==> src/rtl/core/spi_register_access_master_macros.svh <==
// Assertion macros shared by the SPI register access master.
// Each macro expects signals named clk and arst_n in the enclosing scope.
`ifndef SPI_REGISTER_ACCESS_MASTER_MACROS_SVH
`define SPI_REGISTER_ACCESS_MASTER_MACROS_SVH

// Same-cycle implication, disabled while reset is asserted.
`define SRM_ASSERT_NOW(label, ante, cons) \
	label: assert property (@(posedge clk) disable iff (!arst_n) (ante) |-> (cons)) \
		else $error("srm: same-cycle check failed");

// Next-cycle implication, disabled while reset is asserted.
`define SRM_ASSERT_NEXT(label, ante, cons) \
	label: assert property (@(posedge clk) disable iff (!arst_n) (ante) |=> (cons)) \
		else $error("srm: next-cycle check failed");

`endif

==> src/rtl/core/srm_pkg.sv <==
// Types and constants for the SPI register access master.
// No dependencies; imported by the interfaces and every module.
package srm_pkg;

	localparam logic       ACTION_READ      = 1'b0;
	localparam logic       ACTION_WRITE     = 1'b1;
	localparam logic [11:0] SHORT_ADDR_LIMIT = 12'h070;
	localparam logic [3:0] LONG_WR_NIBBLE   = 4'hF;
	localparam logic [3:0] LONG_RD_NIBBLE   = 4'h7;
	localparam logic [1:0] SHORT_FRAME_LEN  = 2'd2;
	localparam logic [1:0] LONG_FRAME_LEN   = 2'd3;
	localparam logic [2:0] LAST_BIT         = 3'd7;
	localparam logic [7:0] TICK_MAX         = 8'd255;
	localparam logic [7:0] HP_RESET         = 8'd1;

	// One tick of the serial engine
	typedef struct packed {
		logic        start_req;
		logic        action;
		logic [11:0] address;
		logic [7:0]  write_data;
		logic        miso;
	} srm_item_t;

	// Pin levels and status after the tick
	typedef struct packed {
		logic       chip_select_n;
		logic       serial_clock;
		logic       mosi;
		logic       busy_res;
		logic       read_valid;
		logic [7:0] read_data;
	} srm_result_t;

	// Engine status seen by the top level
	typedef struct packed {
		logic busy;
	} srm_status_t;

endpackage

==> src/rtl/core/srm_ifs.sv <==
// Valid/ready channel interfaces for ticks in and results out.
// Depends on srm_pkg for the payload types.
interface srm_item_if import srm_pkg::*; ();
	logic      valid;
	logic      ready;
	srm_item_t payload;

	modport source (output valid, output payload, input ready);
	modport sink   (input valid, input payload, output ready);
endinterface

interface srm_result_if import srm_pkg::*; ();
	logic        valid;
	logic        ready;
	srm_result_t payload;

	modport source (output valid, output payload, input ready);
	modport sink   (input valid, input payload, output ready);
endinterface

==> src/rtl/core/spi_register_access_master.sv <==
// SPI mode-0 register access master: one transfer in gives one result out.
// The result for a tick is registered in the output stage when the tick is accepted.
// Throughput: one tick per cycle, limited only by the single result register.
// Reset (arst_n low, asynchronous): engine idle, chip select high, half period 1.
// Depends on srm_pkg, srm_ifs, srm_engine, srm_out_stage and the macros header.
`include "spi_register_access_master_macros.svh"
module spi_register_access_master import srm_pkg::*; (
	input  logic        clk,
	input  logic        arst_n,
	input  logic        cfg_we,
	input  logic [7:0]  cfg_wdata,
	srm_item_if.sink    cmd,
	srm_result_if.source res
);

	logic [7:0]  half_period_q;
	logic        space;
	logic        accept;
	srm_result_t result;
	srm_status_t status;

	// Serial clock half period register
	always_ff @(posedge clk or negedge arst_n) begin
		if (!arst_n) begin
			half_period_q <= HP_RESET;
		end else if (cfg_we) begin
			half_period_q <= cfg_wdata;
		end
	end

	assign cmd.ready = space;
	assign accept    = cmd.valid && space;

	srm_engine u_engine (
		.clk         (clk),
		.arst_n      (arst_n),
		.half_period (half_period_q),
		.advance     (accept),
		.item        (cmd.payload),
		.result      (result),
		.status      (status)
	);

	srm_out_stage u_out (
		.clk    (clk),
		.arst_n (arst_n),
		.load   (accept),
		.result (result),
		.space  (space),
		.res    (res)
	);

	// A completed read is reported only with the frame closed
	`SRM_ASSERT_NOW(a_read_done_idle, res.valid && res.payload.read_valid, !res.payload.busy_res && res.payload.chip_select_n)
	// Idle ticks keep the bus quiet
	`SRM_ASSERT_NOW(a_idle_quiet, res.valid && !res.payload.busy_res, !res.payload.serial_clock && !res.payload.mosi)
	// A start taken while idle opens a frame in the next result
	`SRM_ASSERT_NEXT(a_start_opens, accept && !status.busy && cmd.payload.start_req, res.valid && !res.payload.chip_select_n && res.payload.busy_res)

endmodule

==> src/rtl/core/srm_engine.sv <==
// Serial engine state and the single-tick update of the SPI master.
// Depends on srm_pkg; state advances once per accepted transfer.
module srm_engine import srm_pkg::*; (
	input  logic        clk,
	input  logic        arst_n,
	input  logic [7:0]  half_period,
	input  logic        advance,
	input  srm_item_t   item,
	output srm_result_t result,
	output srm_status_t status
);

	logic        busy_q,    busy_d;
	logic [7:0]  tick_q,    tick_d;
	logic        sck_q,     sck_d;
	logic [2:0]  bit_q,     bit_d;
	logic [1:0]  byte_q,    byte_d;
	logic [23:0] frame_q,   frame_d;
	logic [1:0]  len_q,     len_d;
	logic [7:0]  rx_q,      rx_d;
	logic        is_read_q, is_read_d;

	logic [7:0]  hp;
	logic [7:0]  tick_inc;
	logic [15:0] long_hdr;
	logic [7:0]  data_byte;
	logic [7:0]  cur_byte;
	logic        done_valid;
	logic [7:0]  done_data;

	assign hp = (half_period == '0) ? 8'd1 : half_period;

	// Next state for one tick
	always_comb begin
		busy_d     = busy_q;
		tick_d     = tick_q;
		sck_d      = sck_q;
		bit_d      = bit_q;
		byte_d     = byte_q;
		frame_d    = frame_q;
		len_d      = len_q;
		rx_d       = rx_q;
		is_read_d  = is_read_q;
		done_valid = 1'b0;
		done_data  = '0;
		tick_inc   = (tick_q < TICK_MAX) ? tick_q + 8'd1 : tick_q;
		data_byte  = (item.action == ACTION_WRITE) ? item.write_data : 8'h00;
		long_hdr   = {(item.action == ACTION_WRITE) ? LONG_WR_NIBBLE : LONG_RD_NIBBLE,
			item.address};
		if (!busy_q) begin
			if (item.start_req) begin
				if (item.address < SHORT_ADDR_LIMIT) begin
					frame_d = {item.action, item.address[6:0], data_byte, 8'h00};
					len_d   = SHORT_FRAME_LEN;
				end else begin
					frame_d = {long_hdr, data_byte};
					len_d   = LONG_FRAME_LEN;
				end
				is_read_d = (item.action == ACTION_READ);
				busy_d    = 1'b1;
				tick_d    = '0;
				sck_d     = 1'b0;
				bit_d     = '0;
				byte_d    = '0;
				rx_d      = '0;
			end
		end else begin
			tick_d = tick_inc;
			if (tick_inc >= hp) begin
				tick_d = '0;
				if (!sck_q) begin
					// rising edge: sample MISO
					sck_d = 1'b1;
					rx_d  = {rx_q[6:0], item.miso};
				end else begin
					// falling edge: next bit, maybe end of frame
					sck_d = 1'b0;
					if (bit_q >= LAST_BIT) begin
						bit_d  = '0;
						byte_d = byte_q + 2'd1;
						if (byte_d >= len_q) begin
							busy_d = 1'b0;
							if (is_read_q) begin
								done_valid = 1'b1;
								done_data  = rx_q;
							end
						end
					end else begin
						bit_d = bit_q + 3'd1;
					end
				end
			end
		end
	end

	// Byte on the wire after the update
	always_comb begin
		case (byte_d)
			2'd0:    cur_byte = frame_d[23:16];
			2'd1:    cur_byte = frame_d[15:8];
			2'd2:    cur_byte = frame_d[7:0];
			default: cur_byte = 8'h00;
		endcase
	end

	always_comb begin
		result.chip_select_n = !busy_d;
		result.serial_clock  = busy_d && sck_d;
		result.mosi          = busy_d && cur_byte[LAST_BIT - bit_d];
		result.busy_res      = busy_d;
		result.read_valid    = done_valid;
		result.read_data     = done_data;
	end

	assign status.busy = busy_q;

	// Control state
	always_ff @(posedge clk or negedge arst_n) begin
		if (!arst_n) begin
			busy_q    <= 1'b0;
			tick_q    <= '0;
			sck_q     <= 1'b0;
			bit_q     <= '0;
			byte_q    <= '0;
			len_q     <= '0;
			is_read_q <= 1'b0;
		end else if (advance) begin
			busy_q    <= busy_d;
			tick_q    <= tick_d;
			sck_q     <= sck_d;
			bit_q     <= bit_d;
			byte_q    <= byte_d;
			len_q     <= len_d;
			is_read_q <= is_read_d;
		end
	end

	// Frame and receive shifter
	always_ff @(posedge clk or negedge arst_n) begin
		if (!arst_n) begin
			frame_q <= '0;
			rx_q    <= '0;
		end else if (advance) begin
			frame_q <= frame_d;
			rx_q    <= rx_d;
		end
	end

endmodule

==> src/rtl/core/srm_out_stage.sv <==
// Result register between the engine and the output channel.
// Depends on srm_pkg and srm_result_if.
module srm_out_stage import srm_pkg::*; (
	input  logic          clk,
	input  logic          arst_n,
	input  logic          load,
	input  srm_result_t   result,
	output logic          space,
	srm_result_if.source  res
);

	logic        valid_q;
	srm_result_t data_q;

	// Room for a new result when empty or being drained this cycle
	assign space = !valid_q || res.ready;

	always_ff @(posedge clk or negedge arst_n) begin
		if (!arst_n) begin
			valid_q <= 1'b0;
		end else if (space) begin
			valid_q <= load;
		end
	end

	always_ff @(posedge clk) begin
		if (load) begin
			data_q <= result;
		end
	end

	assign res.valid   = valid_q;
	assign res.payload = data_q;

endmodule
==> src/flat_wrapper.sv <==
// flat-port wrapper written by rule: the top's interface ports become plain ports
module spi_register_access_master_flat import srm_pkg::*;
  (clk, arst_n, cfg_we, cfg_wdata, cmd_valid, cmd_payload, cmd_ready, res_valid, res_payload, res_ready);
  srm_item_if cmd_i ();
  srm_result_if res_i ();
  input  logic clk;
  input  logic arst_n;
  input  logic cfg_we;
  input  logic [7:0] cfg_wdata;
  input wire logic [$bits(cmd_i.valid)-1:0] cmd_valid;
  input wire logic [$bits(cmd_i.payload)-1:0] cmd_payload;
  output wire logic [$bits(cmd_i.ready)-1:0] cmd_ready;
  output wire logic [$bits(res_i.valid)-1:0] res_valid;
  output wire logic [$bits(res_i.payload)-1:0] res_payload;
  input wire logic [$bits(res_i.ready)-1:0] res_ready;
  assign cmd_i.valid = cmd_valid;
  assign cmd_i.payload = cmd_payload;
  assign cmd_ready = cmd_i.ready;
  assign res_valid = res_i.valid;
  assign res_payload = res_i.payload;
  assign res_i.ready = res_ready;
  spi_register_access_master u_core (.clk(clk), .arst_n(arst_n), .cfg_we(cfg_we), .cfg_wdata(cfg_wdata), .cmd(cmd_i), .res(res_i));
endmodule
==> config.mk <==
export PLATFORM = sky130hd
export DESIGN_NAME = spi_register_access_master_flat
export DESIGN_NICKNAME = d
export VERILOG_FILES = /design/src/rtl/core/srm_pkg.sv /design/src/rtl/core/srm_ifs.sv /design/src/rtl/core/spi_register_access_master.sv /design/src/rtl/core/srm_engine.sv /design/src/rtl/core/srm_out_stage.sv /design/src/flat_wrapper.sv
export VERILOG_INCLUDE_DIRS = /design/src /design/src/rtl/core
export SDC_FILE = /design/constraint.sdc
export NUM_CORES = 1
export LEC_CHECK = 0
export BUFFER_PORTS_ARGS = -buffer_cell sky130_fd_sc_hd__buf_4
export CAP_MARGIN = 10
export CORE_ASPECT_RATIO = 0.5
export CORE_MARGIN = 2
export CORE_UTILIZATION = 58
export DETAILED_ROUTE_END_ITERATION = 16
export GPL_TIMING_DRIVEN = 0
export HOLD_SLACK_MARGIN = 0.1
export PLACE_DENSITY = 0.82
export SLEW_MARGIN = 30
export SYNTH_ARGS = -nofsm -noshare
export SYNTH_HDL_FRONTEND = slang
export SYNTH_SLANG_ARGS = --single-unit
==> constraint.sdc <==
create_clock -name clk -period 4.84 [get_ports clk]
set_input_delay 0.968 -clock clk [delete_from_list [all_inputs] [get_ports clk]]
set_output_delay 0.968 -clock clk [all_outputs]
set_load 0.05 [all_outputs]
Yosys cells after proc, flatten, opt, wreduce, memory -nomap -nowiden
Cells that the tools add are included.
{ "word_totals": {"in_bits": 36, "word_cells": 85, "regBits": 72, "output_inout_bits": 15} }
{ "classes": {"n_addsub": 4, "n_lt_le_gt_ge": 6, "eq_ne": 4, "n_bitwise": 2, "reduce_logical": 14, "mux": 38} }
{ "op_table": {"columns": ["cell", "count"], "rows": [
  ["24-bit two-way mux", 3],
  ["8-bit two-way mux", 9],
  ["8-bit case mux with 3 select lines", 1],
  ["3-bit two-way mux", 5],
  ["1-bit two-way mux", 13],
  ["12-bit by 7-bit less-than comparator with 1-bit output, second input constant", 1],
  ["2-bit two-way mux", 5],
  ["8-bit by 1-bit adder with 8-bit output, second input constant", 1],
  ["8-bit >= comparator", 1],
  ["8-bit logical NOT", 1],
  ["8-bit less-than comparator, second input constant", 1],
  ["6-bit AND reduction", 1],
  ["5-bit AND reduction", 1],
  ["3-bit by 4-bit less-than comparator with 1-bit output, second input constant", 1],
  ["4-bit two-way mux", 1],
  ["4-bit AND reduction", 1],
  ["3-bit by 1-bit adder with 3-bit output, second input constant", 1],
  ["1-bit binary-select mux with 3-bit select", 1],
  ["3-bit >= comparator, second input constant", 1],
  ["1-bit logical AND", 3],
  ["3-bit AND reduction", 1],
  ["3-bit subtractor, first input constant", 1],
  ["2-bit by 1-bit adder with 2-bit output, second input constant", 1],
  ["2-bit by 1-bit equality test with 1-bit output, second input constant", 1],
  ["other kinds (10)", 12]
]} }

Longest topological paths before layout
{ "depth": {"depth_word": 10, "mapped_depth": 17, "depth_no_buf": 17} }

Hierarchy
Synthesis repeated with hierarchy kept, for this count alone.
{ "unflattened": {"hier_cells": 466, "area_unflattened_um2": 4267.8} }
{ "by_module_without_submodules": {"columns": ["mod", "n_inst", "cells_per_inst", "area_each_um2", "seq_area_each_um2"], "rows": [
  ["srm_engine", 1, 432, 3490.8, 1251.2],
  ["srm_out_stage", 1, 16, 437.9, 415.4],
  ["spi_register_access_master", 1, 18, 339.1, 201.4]
]} }

Least setup slack after synthesis
OpenSTA, ideal clock, no wires.
{ "synth_path": {"kind": "register to register", "startpoint": "reg u_core.u_engine.tick_q[0]", "endpoint": "reg u_core.u_out.data_q, in the netlist u_core.u_out.res.payload[10], data pin", "n_path_buf": 0, "synth_period_minus_slack_ns": 3.823, "setup_ns": 0.203, "path_slack_ns": 1.017, "arrival_time_ns": 3.620, "required_ns": 4.637, "stages_incl_launch_ff": 17, "cell_sequence": "dfrtp_1 > ha_1 > nand2_1 > nor2_1 > and3_1 > nor2_1 > nand3_1 > xnor2_1 > ha_1 > a21oi_1 > o21ai_2 > o21ai_1 > mux2i_4 > a221oi_1 > a221o_1 > o211a_1 > a2111oi_1"} }
{ "synth_lines": {"columns": ["item", "line_no", "source"], "rows": [
  ["from (decl)", "srm_engine.sv:14", "logic [7:0] tick_q, tick_d;"],
  ["from (signal assigned)", "srm_engine.sv:129", "tick_q <= tick_d;"],
  ["to (signal assigned)", "srm_out_stage.sv:28", "data_q <= result;"],
  ["to (decl)", "srm_out_stage.sv:13", "srm_result_t data_q;"]
]} }

==> qor.yml <==
outcome:
  status: "finished, final reports clean"
drt:
  postRouteAntennaNets: 0
  wl_um: 9890
  drt-wirelength-per-cell_um: 16.1
  dr.pass1.iters: 4
  vias: 3664
  drc: 0
  post_drt_via_cell_ratio: 5.97
  first_iter_violations: 209
finish:
  multiInputGateArea_um2: 2020
  drive_gt1_share_pct: 15.7
  area_growth_pct: 20.0
  nNetsFinal: 566
  layout_commonest_cell: "nand2_1"
  fin_area_um2: 4890
  seq_area_um2: 1870
  fillCellCount: 542
  diodes: 0
  most-common-layout-cells: "84 x nand2_1, 62 x o21ai_0, 58 x dfrtp_1"
die:
  ios: 51
  fp.coreArea_um2: 6730
  start_util_pct: 60.5
  row_count: 21
  die_area_um2: 7740
  die_y_um: 63.2
  die_w_um: 122
global_routing:
  antenna_found_initial: 0
  gr-usage-all-layers_pct: 28.2
  grt_pass1_vias: 3389
  gr-total-overflow: 0
  grt_start_max_net_pins: 60
  grt_first_pass_wirelength_um: 16800
critical_path:
  crit_family: "compound AO/OA/AOI/OAI gates"
  critical_path_cell_count: 16
  end_kind: "flop"
  ff2ff_path_depth: 16
  cp_slowest_cell: "dfrtp_1"
  crit_buf_inv: 0
  cp_max_fo: 9
  critical_path_class: "flop to flop"
  cp-start-kind: "flop"
  cp.arrival_ns: 4.53
  critical_path.max_stage_delay_ns: 0.43
  crit_required_ns: 4.94
  critical_path.cell_chain: "ha_1 > nand2_1 > nor2_1 > and3_1 > nor2_1 > nand3_1 > xnor2_1 > ha_1 > a21oi_1 > o21ai_4 > o21a_4 > o311ai_4 > a221oi_1 > a221o_1 > o211a_1 > a2111oi_1"
power:
  combPwrFrac_pct: 32.0
  power_frac_seq_pct: 37.1
  power.density_nw_per_um2: 464
  switching_power_mw: 0.777
  internal_power_mw: 1.49
  irDropWorstVdd_mv: 0.226
  power.share.clock_pct: 30.9
  leakage_nw: 2.19
  p_total_mw: 2.27
  p_sw_share_pct: 34.3
timing:
  finalClockSkew_ns: 0.00864
  slew_viol_final: 0
  timing.fmax_mhz: 226
  setup_viol: 0
  rsz0062_at_grt: "false"
  fin_tns_setup_ns: 0
  min_period_ns: 4.43
  worst_slew_pin_slew_ns: 0.743
  relSlewSlack_pct: 50.4
  min_period_over_period_pct: 91.6
  final.setup.worst_slack_ns: 0.408
  finalHoldViolations: 0
synth:
  syn_avg_cell_area_um2: 8.91
  synth_area_um2: 4070
  synthDistinctLibCells: 57
  async_flop_share_pct: 81.9
  syn_nets: 506
  ys_seq_area_share_pct: 45.9
  synth-seq-cells: 72
  synth_top_flop_cell: "dfrtp_1"
  synth_edf_count: 13
  synth_warnings: 0
  postSynthCellCount: 457
place:
  hpwlAfterDp_um: 7000
  port_buffers: 49
  placed_area_um2: 4560
  dpl_worst_slack_ns: 0.449
  place.gp.congestion: 0.918
flow_run:
  cap_violations: 0
min_path:
  hold_depth: 2
  hp-class: "flop to flop"
cts:
  root_buffer: "clkbuf_16"
  clk_pin_slew_ns: 0.05
  clkSinkCount: 72
  cts_setup_buffers: 0
  ctsHtreeMaxLevel: 3
  cts_resized: 0
  cts_buffers: 9
  hold_buffers: 0
  cts_max_path_buffers: 2
  cts_tree: "built"
  clock_latency_ns: 0.33
[cells in the mapped netlist, drive strengths merged (3+ instances only)]
| master | instances | area [µm²] |
|---|---|---|
| edfxtp | 13 | 390 |
| a21oi | 24 | 124 |
| nand2b | 6 | 37.5 |
| ha | 13 | 163 |
| and3 | 15 | 93.8 |
| clkbuf | 18 | 67.6 |
| a31oi | 3 | 25.0 |
| nor3 | 5 | 25.0 |
| nand2 | 84 | 315 |
| o21ai | 67 | 343 |
| inv | 24 | 90.1 |
| nor2 | 19 | 71.3 |
| buf | 7 | 46.3 |
| a221oi | 9 | 85.1 |
| o31ai | 5 | 37.5 |
| dfrtp | 58 | 1450 |
| a22o | 8 | 70.1 |
| nand4 | 4 | 25.0 |
| mux2i | 4 | 52.6 |
| nor4 | 4 | 25.0 |
| xnor2 | 3 | 26.3 |
| nand3 | 24 | 120 |
| o21a | 3 | 30.0 |
| o211ai | 9 | 67.6 |
[path summary, 6_finish.rpt]
path                                            from                      endpoint  slack (ns)
max                        u_core.u_engine.tick_q[0]  u_core.u_out.res.payload[10]        0.41
min                         u_core.u_engine.len_q[1]      u_core.u_engine.len_q[1]        0.46
max reg2reg                u_core.u_engine.tick_q[0]  u_core.u_out.res.payload[10]        0.41
min reg2reg                 u_core.u_engine.len_q[1]      u_core.u_engine.len_q[1]        0.46
max in group asynchronous                     arst_n       u_core.u_engine.rx_q[2]        3.65
min in group asynchronous                     arst_n   u_core.u_engine.frame_q[20]        0.71
[power groups by stage]
stage	registers, mW	clock network [mW]	logic (mW)
final	0.842	0.699	0.725
after global routing	0.856	0.735	0.812
after CTS	0.838	0.709	0.715
after detailed placement	0.845	0	0.710
after global placement	0.841	0	0.690
after floorplan	0.852	0	0.500
[metrics by stage]
step,utilization (%),hold slack [ns],std cells
after floorplan,-,0.418,457
after global routing,72.6,0.500,614
final,72.6,0.465,614
after detailed placement,67.8,0.441,598
after CTS,72.5,0.466,614
after global placement,67.7,0.430,598
[tightest hold or removal path: cells and delay by family (launching register included)]
family	cells	cell delay, ns
buffers and inverters	1	0.06
AND/OR/NAND/NOR	1	0.06
flip-flops	1	0.31
[sequential cells by signal (all words and copies together), names as in the netlist]
register / flops
u_core.u_engine.tick_q: 8
u_core.u_engine.len_q: 2
u_core.u_engine.status: 1
u_core.u_engine.rx_q: 8
u_core.u_out.res.valid: 1
u_core.u_engine.frame_q: 24
u_core.u_out.res.payload: 13
u_core.u_engine.is_read_q: 1
u_core.half_period_q: 8
u_core.u_engine.byte_q: 2
u_core.u_engine.sck_q: 1
u_core.u_engine.bit_q: 3
[metal layers]
layer	part of all wire, %	global-route usage [%]	wire length [µm]	up-vias
met5	0	0	0	-
met4	1.1	7.04	108	0
met3	7.1	7.16	700	14
met2	45	42.4	4420	137
met1	47	41.0	4660	1746
li1	-	-	-	1767
[logic make-up (layout without fill, tap and decap cells)]
kind of cell / after synthesis / count (layout) / synth area share [%]
buf+inv: 49 / 114 / 5.01
simple gates: 168 / 168 / 18.7
compound gates: 144 / 144 / 23.5
xor+xnor: 5 / 5 / 1.08
flops: 72 / 72 / 45.9
mux: 6 / 6 / 1.84
fa+ha+maj: 13 / 13 / 4.00
[cell type report]
class                   instances  share of cell area, %
clock buffers                  13                   5.12
flip-flops and latches         72                   38.2
plain buffers                  25                   2.33
clock inverters                 3                   1.33
inverters                      24                   1.84
repair buffers                 49                   7.53
multi-input cells             336                   41.3
well taps                      92                   2.36
Power figures use the tool's default switching activity.
